## src/rtl/epmc_pkg.sv

```systemverilog
// Shared constants, register codes and queue item type for the pattern match counter.
`default_nettype none

package epmc_pkg;

	localparam int MAX_PATTERN_DEF = 32;
	localparam int COUNT_WIDTH_DEF = 32;

	localparam int LEN_REG_W = 6;
	localparam int WORD_W    = 64;
	localparam int PAT_WORDS = 4;
	localparam int PAT_BYTES = 32;
	localparam int PB_W      = $clog2(PAT_BYTES);
	localparam int CFG_IDX_W = 3;
	localparam int MIN_LEN   = 2;

	localparam logic [LEN_REG_W-1:0] LEN_RESET = 6'd2;

	localparam int QUEUE_DEPTH = 2;

	typedef enum logic [CFG_IDX_W-1:0] {
		REG_LEN   = 3'd0,
		REG_WORD0 = 3'd1,
		REG_WORD1 = 3'd2,
		REG_WORD2 = 3'd3,
		REG_WORD3 = 3'd4
	} cfg_reg_t;

	typedef struct packed {
		logic hit;
		logic last;
	} epmc_item_t;

endpackage

`default_nettype wire

```

## src/rtl/epmc_cfg.sv

```systemverilog
// Configuration registers and the sweep that lines the pattern up by byte age.
`default_nettype none

module epmc_cfg import epmc_pkg::*; #(
	parameter int MAX_PATTERN = MAX_PATTERN_DEF,
	localparam int LEN_W = ($clog2(MAX_PATTERN + 1) > LEN_REG_W) ?
		$clog2(MAX_PATTERN + 1) : LEN_REG_W,
	localparam int IDX_W = $clog2(MAX_PATTERN)
) (
	input  wire logic                   clk,
	input  wire logic                   arst_n,
	input  wire logic                   cfg_valid,
	output logic                        cfg_ready,
	input  wire logic [CFG_IDX_W-1:0]   cfg_index,
	input  wire logic [WORD_W-1:0]      cfg_data,
	output logic [7:0]                  align_pat [MAX_PATTERN],
	output logic [MAX_PATTERN-1:0]      align_mask,
	output logic [LEN_W-1:0]            eff_len,
	output logic                        busy
);

	logic [LEN_REG_W-1:0] len_q;
	logic [WORD_W-1:0]    word_q [PAT_WORDS];
	logic                 busy_q;
	logic [IDX_W-1:0]     idx_q;
	logic [7:0]           align_q [MAX_PATTERN];
	logic [MAX_PATTERN-1:0] mask_q;

	logic [7:0]       pat_byte [PAT_BYTES];
	logic [LEN_W-1:0] len_ext;
	logic [LEN_W-1:0] idx_ext;
	logic [LEN_W-1:0] diff;
	logic             in_len;
	logic [7:0]       sel_byte;

	assign cfg_ready = 1'b1;

	always_ff @(posedge clk or negedge arst_n) begin
		if (!arst_n) begin
			len_q <= LEN_RESET;
			for (int w = 0; w < PAT_WORDS; w++) begin
				word_q[w] <= '0;
			end
		end else if (cfg_valid) begin
			case (cfg_reg_t'(cfg_index))
				REG_LEN:   len_q     <= cfg_data[LEN_REG_W-1:0];
				REG_WORD0: word_q[0] <= cfg_data;
				REG_WORD1: word_q[1] <= cfg_data;
				REG_WORD2: word_q[2] <= cfg_data;
				REG_WORD3: word_q[3] <= cfg_data;
				default: ;
			endcase
		end
	end

	// clamp the programmed length into the supported range
	always_comb begin
		len_ext = LEN_W'(len_q);
		if (len_ext < LEN_W'(MIN_LEN)) begin
			eff_len = LEN_W'(MIN_LEN);
		end else if (len_ext > LEN_W'(MAX_PATTERN)) begin
			eff_len = LEN_W'(MAX_PATTERN);
		end else begin
			eff_len = len_ext;
		end
	end

	always_comb begin
		for (int b = 0; b < PAT_BYTES; b++) begin
			pat_byte[b] = word_q[b >> 3][(b & 7) * 8 +: 8];
		end
	end

	// entry idx holds the pattern byte expected at age idx: byte eff_len-1-idx
	always_comb begin
		idx_ext  = LEN_W'(idx_q);
		in_len   = idx_ext < eff_len;
		diff     = eff_len - LEN_W'(1) - idx_ext;
		sel_byte = (diff < LEN_W'(PAT_BYTES)) ? pat_byte[diff[PB_W-1:0]] : 8'd0;
	end

	// a sweep runs after reset and after every register write
	always_ff @(posedge clk or negedge arst_n) begin
		if (!arst_n) begin
			busy_q <= 1'b1;
			idx_q  <= '0;
		end else if (cfg_valid) begin
			busy_q <= 1'b1;
			idx_q  <= '0;
		end else if (busy_q) begin
			if (idx_q == IDX_W'(MAX_PATTERN - 1)) begin
				busy_q <= 1'b0;
			end else begin
				idx_q <= idx_q + IDX_W'(1);
			end
		end
	end

	always_ff @(posedge clk) begin
		if (busy_q) begin
			align_q[idx_q] <= in_len ? sel_byte : 8'd0;
			mask_q[idx_q]  <= in_len;
		end
	end

	assign align_pat  = align_q;
	assign align_mask = mask_q;
	assign busy       = busy_q;

endmodule

`default_nettype wire

```

## src/rtl/epmc_front.sv

```systemverilog
// Front end: input transfer, byte window and parallel window compare.
`default_nettype none

module epmc_front import epmc_pkg::*; #(
	parameter int MAX_PATTERN = MAX_PATTERN_DEF,
	localparam int LEN_W = ($clog2(MAX_PATTERN + 1) > LEN_REG_W) ?
		$clog2(MAX_PATTERN + 1) : LEN_REG_W,
	localparam int SEEN_W = $clog2(MAX_PATTERN + 1),
	localparam int CMP_W  = LEN_W + 1
) (
	input  wire logic                   clk,
	input  wire logic                   arst_n,
	input  wire logic                   in_valid,
	output logic                        in_ready,
	input  wire logic [7:0]             text_byte,
	input  wire logic                   last_byte,
	input  wire logic [7:0]             align_pat [MAX_PATTERN],
	input  wire logic [MAX_PATTERN-1:0] align_mask,
	input  wire logic [LEN_W-1:0]       eff_len,
	input  wire logic                   cfg_busy,
	input  wire logic                   q_full,
	output logic                        push,
	output epmc_item_t                  push_item
);

	logic [7:0]            win_q [MAX_PATTERN-1];
	logic [SEEN_W-1:0]     seen_q;
	logic [7:0]            age_byte [MAX_PATTERN];
	logic [MAX_PATTERN-1:0] eq;
	logic                  enough;

	assign in_ready = !cfg_busy && !q_full;
	assign push     = in_valid && in_ready;

	always_comb begin
		age_byte[0] = text_byte;
		for (int a = 1; a < MAX_PATTERN; a++) begin
			age_byte[a] = win_q[a-1];
		end
		for (int a = 0; a < MAX_PATTERN; a++) begin
			eq[a] = (age_byte[a] == align_pat[a]) || !align_mask[a];
		end
	end

	// every compared age must belong to the current text
	assign enough = (CMP_W'(seen_q) + CMP_W'(1)) >= CMP_W'(eff_len);

	assign push_item.hit  = enough && (&eq);
	assign push_item.last = last_byte;

	// bytes older than the text start are masked by seen_q, so no clear needed
	always_ff @(posedge clk) begin
		if (push) begin
			win_q[0] <= text_byte;
			for (int k = 1; k < MAX_PATTERN - 1; k++) begin
				win_q[k] <= win_q[k-1];
			end
		end
	end

	always_ff @(posedge clk or negedge arst_n) begin
		if (!arst_n) begin
			seen_q <= '0;
		end else if (push) begin
			if (last_byte) begin
				seen_q <= '0;
			end else if (seen_q != SEEN_W'(MAX_PATTERN)) begin
				seen_q <= seen_q + SEEN_W'(1);
			end
		end
	end

endmodule

`default_nettype wire

```

## src/rtl/epmc_queue.sv

```systemverilog
// Short queue of classified bytes between front and back end.
`default_nettype none

module epmc_queue import epmc_pkg::*; #(
	parameter int DEPTH = QUEUE_DEPTH,
	localparam int PTR_W = (DEPTH > 1) ? $clog2(DEPTH) : 1,
	localparam int CNT_W = $clog2(DEPTH + 1)
) (
	input  wire logic  clk,
	input  wire logic  arst_n,
	input  wire logic  push,
	input  epmc_item_t push_item,
	output logic       full,
	input  wire logic  pop,
	output epmc_item_t pop_item,
	output logic       not_empty
);

	epmc_item_t       mem_q [DEPTH];
	logic [PTR_W-1:0] wr_ptr_q;
	logic [PTR_W-1:0] rd_ptr_q;
	logic [CNT_W-1:0] cnt_q;

	assign full      = cnt_q == CNT_W'(DEPTH);
	assign not_empty = cnt_q != '0;
	assign pop_item  = mem_q[rd_ptr_q];

	always_ff @(posedge clk) begin
		if (push) begin
			mem_q[wr_ptr_q] <= push_item;
		end
	end

	always_ff @(posedge clk or negedge arst_n) begin
		if (!arst_n) begin
			wr_ptr_q <= '0;
			rd_ptr_q <= '0;
			cnt_q    <= '0;
		end else begin
			if (push) begin
				wr_ptr_q <= (wr_ptr_q == PTR_W'(DEPTH - 1)) ? '0 : wr_ptr_q + PTR_W'(1);
			end
			if (pop) begin
				rd_ptr_q <= (rd_ptr_q == PTR_W'(DEPTH - 1)) ? '0 : rd_ptr_q + PTR_W'(1);
			end
			if (push && !pop) begin
				cnt_q <= cnt_q + CNT_W'(1);
			end else if (pop && !push) begin
				cnt_q <= cnt_q - CNT_W'(1);
			end
		end
	end

endmodule

`default_nettype wire

```

## src/rtl/epmc_back.sv

```systemverilog
// Back end: saturating occurrence count and the output register.
`default_nettype none

module epmc_back import epmc_pkg::*; #(
	parameter int COUNT_WIDTH = COUNT_WIDTH_DEF
) (
	input  wire logic                   clk,
	input  wire logic                   arst_n,
	input  wire logic                   q_valid,
	input  epmc_item_t                  q_item,
	output logic                        pop,
	output logic                        out_valid,
	input  wire logic                   out_ready,
	output logic                        match_here,
	output logic [COUNT_WIDTH-1:0]      match_count,
	output logic                        text_done
);

	logic [COUNT_WIDTH-1:0] total_q;
	logic [COUNT_WIDTH-1:0] cnt_next;
	logic                   out_valid_q;
	logic                   match_here_q;
	logic [COUNT_WIDTH-1:0] match_count_q;
	logic                   text_done_q;

	assign pop = q_valid && (!out_valid_q || out_ready);

	assign cnt_next = (q_item.hit && (total_q != '1)) ? total_q + COUNT_WIDTH'(1) : total_q;

	always_ff @(posedge clk or negedge arst_n) begin
		if (!arst_n) begin
			out_valid_q <= 1'b0;
			total_q     <= '0;
		end else if (pop) begin
			out_valid_q <= 1'b1;
			total_q     <= q_item.last ? '0 : cnt_next;
		end else if (out_ready) begin
			out_valid_q <= 1'b0;
		end
	end

	always_ff @(posedge clk) begin
		if (pop) begin
			match_here_q  <= q_item.hit;
			match_count_q <= cnt_next;
			text_done_q   <= q_item.last;
		end
	end

	assign out_valid   = out_valid_q;
	assign match_here  = match_here_q;
	assign match_count = match_count_q;
	assign text_done   = text_done_q;

endmodule

`default_nettype wire

```

## src/rtl/exact_pattern_match_counter.sv

```systemverilog
// Top level: counts occurrences of a programmed byte pattern in a byte stream.
//
// Input channel (in_valid/in_ready) carries one text byte per transfer with
// last_byte marking the end of a text. Output channel (out_valid/out_ready)
// returns one result per byte: match_here, the saturating match_count of the
// current text, and text_done. The count and window fill restart after a
// byte with last_byte set.
// Configuration channel (cfg_valid/cfg_ready, cfg_index, cfg_data) writes
// pattern_length (index 0) and the four pattern words (1 to 4); cfg_ready is
// always high and unknown indexes are ignored.
// Throughput: one byte per cycle while in_ready is high; all window compares
// run in parallel. A transferred byte is written into the queue and is popped
// into the output register when it is free; that register presents the result.
// After reset and after every configuration write, the pattern alignment
// sweep steps through all MAX_PATTERN entries, during which in_ready is low.
// When out_ready is low, the output register holds its result and the two
// entry queue keeps taking bytes until full, then in_ready drops.
`default_nettype none

module exact_pattern_match_counter import epmc_pkg::*; #(
	parameter int MAX_PATTERN = MAX_PATTERN_DEF,
	parameter int COUNT_WIDTH = COUNT_WIDTH_DEF
) (
	input  wire logic                 clk,
	input  wire logic                 arst_n,
	input  wire logic                 in_valid,
	output logic                      in_ready,
	input  wire logic [7:0]           text_byte,
	input  wire logic                 last_byte,
	output logic                      out_valid,
	input  wire logic                 out_ready,
	output logic                      match_here,
	output logic [COUNT_WIDTH-1:0]    match_count,
	output logic                      text_done,
	input  wire logic                 cfg_valid,
	output logic                      cfg_ready,
	input  wire logic [CFG_IDX_W-1:0] cfg_index,
	input  wire logic [WORD_W-1:0]    cfg_data
);

	localparam int LEN_W = ($clog2(MAX_PATTERN + 1) > LEN_REG_W) ?
		$clog2(MAX_PATTERN + 1) : LEN_REG_W;

	logic [7:0]             align_pat [MAX_PATTERN];
	logic [MAX_PATTERN-1:0] align_mask;
	logic [LEN_W-1:0]       eff_len;
	logic                   cfg_busy;
	logic                   q_full;
	logic                   push;
	epmc_item_t             push_item;
	logic                   pop;
	epmc_item_t             pop_item;
	logic                   q_not_empty;

	epmc_cfg #(.MAX_PATTERN(MAX_PATTERN)) u_cfg (
		.clk        (clk),
		.arst_n     (arst_n),
		.cfg_valid  (cfg_valid),
		.cfg_ready  (cfg_ready),
		.cfg_index  (cfg_index),
		.cfg_data   (cfg_data),
		.align_pat  (align_pat),
		.align_mask (align_mask),
		.eff_len    (eff_len),
		.busy       (cfg_busy)
	);

	epmc_front #(.MAX_PATTERN(MAX_PATTERN)) u_front (
		.clk        (clk),
		.arst_n     (arst_n),
		.in_valid   (in_valid),
		.in_ready   (in_ready),
		.text_byte  (text_byte),
		.last_byte  (last_byte),
		.align_pat  (align_pat),
		.align_mask (align_mask),
		.eff_len    (eff_len),
		.cfg_busy   (cfg_busy),
		.q_full     (q_full),
		.push       (push),
		.push_item  (push_item)
	);

	epmc_queue #(.DEPTH(QUEUE_DEPTH)) u_queue (
		.clk        (clk),
		.arst_n     (arst_n),
		.push       (push),
		.push_item  (push_item),
		.full       (q_full),
		.pop        (pop),
		.pop_item   (pop_item),
		.not_empty  (q_not_empty)
	);

	epmc_back #(.COUNT_WIDTH(COUNT_WIDTH)) u_back (
		.clk         (clk),
		.arst_n      (arst_n),
		.q_valid     (q_not_empty),
		.q_item      (pop_item),
		.pop         (pop),
		.out_valid   (out_valid),
		.out_ready   (out_ready),
		.match_here  (match_here),
		.match_count (match_count),
		.text_done   (text_done)
	);

endmodule

`default_nettype wire

```

## config.mk

```make
export PLATFORM = sky130hd
export DESIGN_NAME = exact_pattern_match_counter
export DESIGN_NICKNAME = d
export VERILOG_FILES = /design/src/rtl/epmc_pkg.sv /design/src/rtl/epmc_cfg.sv /design/src/rtl/epmc_front.sv /design/src/rtl/epmc_queue.sv /design/src/rtl/epmc_back.sv /design/src/rtl/exact_pattern_match_counter.sv
export SDC_FILE = /design/constraint.sdc
export NUM_CORES = 1
export LEC_CHECK = 0
export ABC_AREA = 1
export CAP_MARGIN = 25
export CORE_AREA = 4 4 246 248
export DETAILED_ROUTE_END_ITERATION = 10
export DIE_AREA = 0 0 250 252
export DONT_BUFFER_PORTS = 1
export PLACE_DENSITY_LB_ADDON = 0.25
export SKIP_CTS_REPAIR_TIMING = 1
export SLEW_MARGIN = 20
export SYNTH_ARGS = -nofsm -noshare
export SYNTH_HDL_FRONTEND = slang
export SYNTH_SLANG_ARGS = --single-unit
```

## constraint.sdc

```tcl
create_clock -name clk -period 8.4 [get_ports clk]
set_clock_uncertainty 0.2 [all_clocks]
set_input_delay 0.42 -clock clk [delete_from_list [all_inputs] [get_ports clk]]
set_output_delay 0.42 -clock clk [all_outputs]
set_load 0.005 [all_outputs]
```

* After elaboration in Yosys (flattened, before gate mapping)
Memory sizes are Yosys's and may differ from the RTL's.
Index checks and enable logic that the tools add are counted.
** Storage, ports and cells
- Register bits :: 633
- Memory bits (writable) :: 252
- Input bits :: 81
- Latch bits :: 0
- Logic and storage cells :: 238
- Memories :: 2
- Memory bits (read-only) :: 0
** Memory list
- u_front.win_q :: depth 31, width 8, read ports 31, clocked after Yosys merged registers in 0, wr ports 31, line epmc_front.sv:26 : logic [7:0] win_q [MAX_PATTERN-1];
- u_queue.mem_q :: depth 2, width 2, read ports 1, clocked after Yosys merged registers in 0, wr ports 1, line epmc_queue.sv:19 : epmc_item_t mem_q [DEPTH];
** Operators by class
- Bitwise logic cells :: 2
- Order comparisons :: 10
- Divide/modulo/power cells :: 0
- Eq/ne operators :: 41
- Muxes and demuxes :: 31
- Reduce and logical (&&, ||, !) cells :: 93
- $add $sub $neg :: 10
- Multipliers :: 0
- Shifts and indexed selects :: 0
** Operators with widths (count)
- 256-bit bitwise mux :: 1
- 8-bit == test :: 32
- 32-bit two-way mux :: 2
- 8-bit binary-select mux with 5-bit select :: 1
- 8-bit demux with 5-bit select :: 1
- 8-bit two-way mux :: 5
- 1-bit logical NOT :: 37
- 1-bit logical OR :: 33
- 32-bit by 1-bit adder with 32-bit output (second input constant) :: 1
- 32-bit bitwise mux :: 1
- 32-bit inequality test (second input constant) :: 1
- 32-bit AND reduction :: 1
- 6-bit two-way mux :: 4
- 5-bit two-way mux :: 3
- 2-bit AND reduction :: 7
- 6-bit greater-or-equal comparator (second input constant) :: 2
- 5-bit inverter with 6-bit output :: 2
- 1-bit two-way mux :: 10
- 2-bit nonzero test :: 5
- 1-bit logical AND :: 9
- 6-bit by 1-bit adder with 7-bit output (second input constant) :: 1
- 7-bit by 6-bit greater-or-equal comparator with 1-bit output :: 1
- 6-bit by 1-bit adder with 6-bit output (second input constant) :: 1
- 3-bit by 2-bit == test with 1-bit output (second input constant) :: 2
- 22 further kinds :: 24

* Longest topological paths before layout
Gate-level depths: netlist (run 1).
- Depth after elaboration :: 12
- Gate-level depth with buffers :: 16
- Gate-level depth less buffers :: 15

* By module
Synthesis (run 1) repeated with hierarchy kept, for this count alone.
** Second synthesis, totals
- Cell total of the unflattened synthesis :: 3541
- Area total of the unflattened synthesis :: 37556.0 µm²
** Modules (own cells, without submodules)
- epmc_cfg :: area an instance 21817.2 µm², cells an instance 2042, times used 1
- epmc_front :: area an instance 11668.7 µm², cells an instance 1006, times used 1
- epmc_back :: area an instance 3718.6 µm², cells an instance 462, times used 1
- epmc_queue :: area an instance 351.6 µm², cells an instance 31, times used 1

* Least setup slack after synthesis (run 1)
No wires, ideal clock.
- Path type :: register -> register
- Start :: reg u_cfg.busy_q (netlist: u_cfg.busy)
- End :: reg u_queue.cnt_q[1]
- Data required time :: 8.069 ns
- Library setup time :: 0.131 ns
- Clock period less this slack :: 7.211 ns
- Data arrival time :: 6.881 ns
- Stages on the path, launching flop included :: 9
- Path slack :: 1.189 ns
- Cells stage by stage :: dfstp_2 > clkbuf_1 > a21oi_1 > nand2_1 > inv_1 > ha_1 > a21oi_1 > o21ai_0 > xor2_1
** Between the ends
- Word-level cells in the longest chain between the ends :: 6
** Ends and longest elaborated chain
- start: declaration :: line epmc_cfg.sv:24 : logic busy_q;
- start signal: assignment :: line epmc_cfg.sv:85 : busy_q <= 1'b1;
- start signal: assignment :: line epmc_cfg.sv:88 : busy_q <= 1'b1;
- start signal: assignment :: line epmc_cfg.sv:92 : busy_q <= 1'b0;
- 1-bit logical NOT (*) :: line epmc_front.sv:32 : assign in_ready = !cfg_busy && !q_full;
- 1-bit logical AND (*) :: line epmc_front.sv:32
- via in_ready :: line exact_pattern_match_counter.sv:27 : output logic in_ready,
- 1-bit logical AND (*) :: line epmc_front.sv:33 : assign push = in_valid && in_ready;
- via push :: line exact_pattern_match_counter.sv:49 : logic push;
- 1-bit logical NOT :: line epmc_queue.sv:48 : end else if (pop && !push) begin
- 1-bit logical AND :: line epmc_queue.sv:48
- 2-bit nonzero test (no source line)
- end signal: assignment :: line epmc_queue.sv:47 : cnt_q <= cnt_q + CNT_W'(1);
- end signal: assignment :: line epmc_queue.sv:49 : cnt_q <= cnt_q - CNT_W'(1);
- end: declaration :: line epmc_queue.sv:22 : logic [CNT_W-1:0] cnt_q;
The timed path passes the listed nets; every way through them passes the cells marked *.
A chain may end at the register's enable or synchronous reset.

* Worst setup path in the final report (run 1)
- Start :: reg u_cfg.len_q[3] (netlist: u_cfg.len_ext[3])
- End :: reg u_cfg.align_q, in the netlist u_cfg.align_pat[106], data pin
** Between the ends
- Word-level cells in the longest chain between the ends :: 12
** Ends and longest elaborated chain
- start: declaration :: line epmc_cfg.sv:22 : logic [LEN_REG_W-1:0] len_q;
- start signal: assignment :: line epmc_cfg.sv:46 : REG_LEN: len_q <= cfg_data[LEN_REG_W-1:0];
- 6-bit greater-than comparator :: line epmc_cfg.sv:61 : end else if (len_ext > LEN_W'(MAX_PATTERN)) begin
- 6-bit two-way mux :: line epmc_cfg.sv:61
- 6-bit two-way mux (*) :: line epmc_cfg.sv:59 : if (len_ext < LEN_W'(MIN_LEN)) begin
- 6-bit by 1-bit subtractor with 6-bit output :: line epmc_cfg.sv:78 : diff = eff_len - LEN_W'(1) - idx_ext;
- 6-bit by 5-bit subtractor with 6-bit output :: line epmc_cfg.sv:78
- 5-bit inverter with 6-bit output (not written as such) :: line epmc_cfg.sv:79 : sel_byte = (diff < LEN_W'(PAT_BYTES)) ? pat_byte[diff[PB_W-1:0]] : 8'd0;
- 8-bit binary-select mux with 5-bit select :: line epmc_cfg.sv:79
- 8-bit two-way mux (not written as such) (2 in series) :: line epmc_cfg.sv:79
- 8-bit two-way mux :: line epmc_cfg.sv:79
- 8-bit two-way mux (*) :: line epmc_cfg.sv:101 : align_q[idx_q] <= in_len ? sel_byte : 8'd0;
- 256-bit bitwise mux (*) :: line epmc_cfg.sv:101
- end signal: indexed assignment :: line epmc_cfg.sv:101
- end: declaration :: line epmc_cfg.sv:26 : logic [7:0] align_q [MAX_PATTERN];
Mark *: on every way between the ends. The rest lies on a longest branch, timed or not. The select of a mux whose other input is x is not followed.

==> impl_metrics.env, run 1 <==
export IMPL_dr_total_vias=24000
export IMPL_ys_warn_count=0
export IMPL_worstSetupEndpointType="flop"
export IMPL_effective_utilization_at_floorplan=0.626
export IMPL_htreeDepth=3
export IMPL_yosys_cell_types=49
export IMPL_status="complete, but fails checks"
export IMPL_grt_usage=0.269
export IMPL_remaining_drc_errors=0
export IMPL_achievable_frequency_mhz=191
export IMPL_worst_ep_arrival_time_ps=5410
export IMPL_clk_path_buf_depth=3
export IMPL_postSynth_topFlopCell="edfxtp_1"
export IMPL_grt_first_pass_wirelength_mm=133
export IMPL_design_final_nets=3402
export IMPL_total_leakage_power_nw=16.2
export IMPL_syn_cell_area_mm2=0.0366
export IMPL_timing_setup_critical_path_class="reg -> reg"
export IMPL_layout_drive_gt1_share=0.0668
export IMPL_cap_viol_max_count=0
export IMPL_grt_max_degree=312
export IMPL_syn_instance_count=3224
export IMPL_globalRoute_totalOverflow=0
export IMPL_final_max_slew_violation_count=150
export IMPL_synth_area_per_cell_um2=11.3
export IMPL_top_level_ports=118
export IMPL_post_drt_wl_per_cell_um=20.8
export IMPL_pwr_density_cell_mw_per_mm2=284
export IMPL_die_width_um=250
export IMPL_cts_buffers_inserted=87
export IMPL_critPathRequiredTime_ps=8570
export IMPL_clock_tree_root_cell="clkbuf_16"
export IMPL_grt_pass1_vias=23800
export IMPL_placeableCoreArea_mm2=0.0585
export IMPL_routabilityCongestion=0.885
export IMPL_layout_cells_most_common="nand2_1"
export IMPL_timing_worst_slew_pin_value_ps=1550
export IMPL_antenna_violations_before_repair=7
export IMPL_via_per_inst=5.78
export IMPL_synth_seq_area_share=0.684
export IMPL_post_place_cells=3903
export IMPL_finalSetupViolCount=0
export IMPL_timing_final_crit_period_ps=5240
export IMPL_slew_headroom=-0.0328
export IMPL_number_of_synthesized_flops_with_an_enable_pin=574
export IMPL_min_period_over_period=0.624
export IMPL_setup_tns_ps=0
export IMPL_whs_ps=21.4
export IMPL_detailedRoute_firstIterationViolations=2484
export IMPL_cts_tree="built"
export IMPL_synth_async_reset_ratio=0.351
export IMPL_route_final_wire_length_mm=86.2
export IMPL_worst_path_max_fanout=40
export IMPL_worst_hold_path_class="in -> reg"
export IMPL_setup_worst_path_start_class="flop"
export IMPL_clock_insertion_delay_at_the_later_pin_of_the_skew_report_ps=630
export IMPL_port_buffers=0
export IMPL_antenna_left=0
export IMPL_fp_dieArea_mm2=0.0630
export IMPL_drt_pass1_iterations=8
export IMPL_area_growth_synth_to_final_pct=12.4
export IMPL_final_cell_mix="nand2_1 (912), edfxtp_1 (574), dfrtp_1 (309)"
export IMPL_ys_ff_latch=885
export IMPL_count_of_clock_tree_sinks=885
export IMPL_postSynthNetCount=3331
export IMPL_clk_pin_slew_worst_paths_ps=60
export IMPL_vdd_ir_drop_max_mv=0.249
export IMPL_grt_setup_unrepaired="false"
export IMPL_failed_checks="max-slew violations"
export IMPL_std_cell_rows=89
export IMPL_hold_viol=0
export IMPL_finalNonFillerCells=4146
export IMPL_die_height_um=252
export IMPL_num_fill_cells=3985
export IMPL_dp_hpwl_mm=53.1
==> power breakdown <==
part | leakage (nW) | total, mW | internal, mW | switching, mW
logic | 5.61 | 2.13 | 0.612 | 1.52
clock network | 1.44 | 4.00 | 2.36 | 1.64
registers | 9.19 | 5.54 | 5.31 | 0.227
total | 16.2 | 11.7 | 8.29 | 3.39
==> worst max-delay path: stages (launching register included) <==
cell and delay [ps]:
dfrtp_1 410, nor4_1 400, inv_1 110, o21ai_0 290, o21ai_0 310, fa_1 520, buf_4 250, inv_2 480
buf_12 290, buf_4 400, a21oi_1 80, a32oi_1 370, o211ai_1 130, nand3_1 110, nand2_1 100, nor2_2 90
buf_4 390
==> Yosys cell counts, types with 2 or more instances <==
library cell	count	area, µm²
xnor2_2	2	32.5
xor2_2	4	65.1
inv_1	206	773
inv_2	9	33.8
a32o_1	35	350
nand2_2	8	50.1
nand3_1	94	470
dfstp_2	2	52.6
a32oi_1	7	61.3
nor2_2	5	31.3
clkbuf_1	93	349
and2_1	9	56.3
nor2_1	175	657
nor3_1	14	70.1
dfrtp_1	309	7730
o22ai_1	11	68.8
ha_1	25	313
a21oi_1	82	410
o21ai_1	3	15.0
buf_2	13	65.1
a31oi_1	2	12.5
buf_1	9	33.8
nor2_4	2	22.5
edfxtp_1	574	17200
or2_2	8	50.1
nand2_1	915	3430
xnor2_1	221	1940
a22o_1	14	123
o211ai_1	7	52.6
o21ai_2	2	17.5
buf_6	2	22.5
xor2_1	19	166
o21ai_0	305	1530
nor4_1	5	31.3
nand4_1	18	113
o21a_1	2	15.0
==> kinds of logic after synthesis <==
family          share of synthesized area
fa+ha+maj                         0.00910
mux                              0.000308
xor+xnor                           0.0601
simple gates                        0.138
buf+inv                            0.0351
compound gates                     0.0735
other cells                      0.000103
flops                               0.684
==> sequential cells by signal, summed over array words and instances, names as in the netlist <==
register	count
u_cfg.pat_byte	256
u_back.text_done	1
u_queue.wr_ptr_q	1
u_cfg.busy	1
u_front.seen_q	6
u_back.total_q	32
u_queue.rd_ptr_q	1
u_back.match_here	1
u_back.out_valid	1
u_queue.mem_q	4
u_back.match_count	32
u_cfg.idx_q	5
u_queue.cnt_q	2
u_cfg.align_mask	32
u_cfg.align_pat	256
u_front.win_q	248
u_cfg.len_ext	6
==> routing by layer <==
layer,vias up,global-route usage,share of wire
met4,6,0.0980,0.036
met2,953,0.447,0.49
met5,-,0,0.00042
met3,188,0.0493,0.063
met1,11800,0.362,0.41
li1,11000,-,-
==> stage by stage <==
step / setup slack (ps) / power [mW] / utilization / area (µm²)
floorplan: 1190 / 6.84 / - / 36600
global placement: 3250 / 7.58 / 0.639 / 37300
detailed placement: 3350 / 7.66 / 0.639 / 37400
CTS: 3310 / 11.7 / 0.689 / 40300
global route: 2870 / 12.1 / 0.703 / 41100
finish: 3160 / 11.7 / 0.703 / 41100
==> final timing paths <==
path	from	endpoint	slack, ps	cells past startpoint
min reg2reg	u_front.win_q[1][71]	u_front.win_q[1][79]	260	0
max	u_cfg.len_ext[3]	u_cfg.align_pat[106]	3160	16
min	cfg_index[2]	u_cfg.pat_byte[15]	20	2
max reg2reg	u_cfg.len_ext[3]	u_cfg.align_pat[106]	3160	16
max in group asynchronous	arst_n	u_back.total_q[10]	6390	2
min in group asynchronous	arst_n	u_cfg.pat_byte[239]	480	2
==> final cells by class <==
class	count	area (µm²)	share of cell area
flip-flops and latches	885	25000	0.609
clock buffers	116	2410	0.0586
multi-input cells	2006	10400	0.252
diodes	4	10.0	0.000244
inverters	215	816	0.0199
well taps	773	967	0.0235
repair buffers	100	983	0.0239
clock inverters	47	532	0.0129
(Power assumes the default switching activity.)
==> inputs of run 2 (changes only) <==
--- a/config.mk
+++ b/config.mk
@@ -7,9 +7,9 @@
 export LEC_CHECK = 0
 export ABC_AREA = 1
 export CAP_MARGIN = 25
-export CORE_AREA = 4 4 246 248
+export CORE_AREA = 4 4 259 261
 export DETAILED_ROUTE_END_ITERATION = 10
-export DIE_AREA = 0 0 250 252
+export DIE_AREA = 0 0 263 265
 export DONT_BUFFER_PORTS = 1
 export PLACE_DENSITY_LB_ADDON = 0.25
 export SKIP_CTS_REPAIR_TIMING = 1
==> constraint.sdc (replaced) <==
create_clock -name clk -period 4.45 [get_ports clk]
set_clock_uncertainty 0.2 [all_clocks]
set_input_delay 0.2225 -clock clk [delete_from_list [all_inputs] [get_ports clk]]
set_output_delay 0.2225 -clock clk [all_outputs]
set_load 0.005 [all_outputs]
==> run 2 against run 1 <==
Compared with the run above:
- the flow finishes with violations (negative hold slack)
- sequential cell count unchanged
- non-clock buffer count up 6
- clock power up 81%
- critical path depth down 1
- global-route usage down 2.7 points
- setup slack worse by 2900 ps
- largest power group unchanged
- via count down 1.2%
- maximum frequency up 26%
- design area up 0.22%
- wire length down 1.1%
- count of clock-buffer cells in the layout up 9
==> impl_metrics.env, run 2 (synthesized netlist as in run 1, its figures left out) <==
export IMPL_clock_tree_root_cell="clkbuf_16"
export IMPL_grt_max_degree=312
export IMPL_setup_worst_path_start_class="flop"
export IMPL_route_final_wire_length_mm=85.2
export IMPL_globalRoute_totalOverflow=0
export IMPL_die_width_um=263
export IMPL_grt_first_pass_wirelength_mm=133
export IMPL_hold_viol=314
export IMPL_layout_drive_gt1_share=0.0670
export IMPL_min_period_over_period=0.937
export IMPL_post_place_cells=3988
export IMPL_dr_total_vias=23700
export IMPL_placeableCoreArea_mm2=0.0645
export IMPL_top_level_ports=118
export IMPL_timing_worst_slew_pin_value_ps=993
export IMPL_drt_pass1_iterations=5
export IMPL_design_final_nets=3410
export IMPL_num_fill_cells=4895
export IMPL_setup_tns_ps=0
export IMPL_dp_hpwl_mm=56.3
export IMPL_pwr_density_cell_mw_per_mm2=525
export IMPL_htreeDepth=3
export IMPL_worstSetupEndpointType="flop"
export IMPL_antenna_left=0
export IMPL_final_max_slew_violation_count=0
export IMPL_worst_path_max_fanout=56
export IMPL_effective_utilization_at_floorplan=0.567
export IMPL_worst_ep_arrival_time_ps=4340
export IMPL_grt_setup_unrepaired="false"
export IMPL_post_drt_wl_per_cell_um=20.1
export IMPL_vdd_ir_drop_max_mv=0.436
export IMPL_cts_tree="built"
export IMPL_port_buffers=0
export IMPL_clk_pin_slew_worst_paths_ps=60
export IMPL_clk_path_buf_depth=3
export IMPL_cap_viol_max_count=0
export IMPL_antenna_violations_before_repair=2
export IMPL_achievable_frequency_mhz=240
export IMPL_die_height_um=265
export IMPL_cts_buffers_inserted=89
export IMPL_slew_headroom=0.338
export IMPL_total_leakage_power_nw=16.2
export IMPL_failed_checks="negative hold slack"
export IMPL_clock_insertion_delay_at_the_later_pin_of_the_skew_report_ps=660
export IMPL_layout_cells_most_common="nand2_1"
export IMPL_fp_dieArea_mm2=0.0697
export IMPL_timing_final_crit_period_ps=4170
export IMPL_area_growth_synth_to_final_pct=12.6
export IMPL_routabilityCongestion=0.977
export IMPL_remaining_drc_errors=0
export IMPL_whs_ps=-913
export IMPL_critPathRequiredTime_ps=4620
export IMPL_worst_hold_path_class="in -> async"
export IMPL_status="complete, but fails checks"
export IMPL_grt_usage=0.242
export IMPL_timing_setup_critical_path_class="reg -> reg"
export IMPL_detailedRoute_firstIterationViolations=2288
export IMPL_grt_pass1_vias=23300
export IMPL_via_per_inst=5.59
export IMPL_finalSetupViolCount=0
export IMPL_count_of_clock_tree_sinks=885
export IMPL_final_cell_mix="nand2_1 (911), edfxtp_1 (574), dfrtp_1 (309)"
export IMPL_std_cell_rows=93
export IMPL_finalNonFillerCells=4232
run 2: worst max-delay path: stages, from the launching register on:
cell,delay [ps]
dfrtp_1,390
nor4_1,370
inv_1,110
o21ai_0,260
o21ai_0,310
fa_1,590
inv_2,130
buf_12,250
a21oi_1,70
a32o_1,280
nand2_1,100
nand3_1,80
nand3_1,80
nand2_1,120
nor2_2,100
buf_4,420
run 2: layout make-up:
cell class | instances | area, µm² | area share
well taps | 855 | 1070 | 0.0260
multi-input cells | 2006 | 10400 | 0.252
flip-flops and latches | 885 | 25000 | 0.608
clock buffers | 125 | 2480 | 0.0603
inverters | 215 | 812 | 0.0197
diodes | 2 | 5.00 | 0.000122
clock inverters | 38 | 355 | 0.00863
repair buffers | 106 | 1060 | 0.0257
run 2: final timing paths:
check / from / end / slack, ps / cells past startpoint
min: arst_n / u_cfg.pat_byte[214] / -910 / 0
max reg2reg: u_cfg.len_ext[3] / u_cfg.align_pat[216] / 280 / 15
max in group asynchronous: arst_n / u_cfg.len_ext[5] / 4370 / 0
min in group clk: cfg_index[2] / u_cfg.len_ext[1] / -20 / 3
min reg2reg: u_front.win_q[0][126] / u_front.win_q[1][6] / 240 / 0
max: u_cfg.len_ext[3] / u_cfg.align_pat[216] / 280 / 15
run 2: per-layer routing:
metal | vias to the layer above | GRT usage | part of all wire
met5 | - | 0 | 0.00016
met4 | 2 | 0.0874 | 0.039
met3 | 184 | 0.0426 | 0.064
met2 | 828 | 0.402 | 0.49
met1 | 11700 | 0.325 | 0.41
li1 | 11000 | - | -
run 2: report_power, final:
group	internal (mW)	switching [mW]
Clock	4.11	3.15
Combinational	1.18	2.70
Sequential	10.0	0.449
run 2: stage by stage:
step                      instance area, µm²  utilization  worst slack (ps)  power [mW]  hold WS (ps)
after floorplan                        36600            -             -1280        12.9          -273
after global placement                 37500        0.582               460        14.3          -250
after detailed placement               37500        0.582               373        14.4          -252
after CTS                              40400        0.627               345        21.7          -933
after global routing                   41200        0.639              49.2        22.5          -945
final                                  41200        0.639               282        21.6          -913
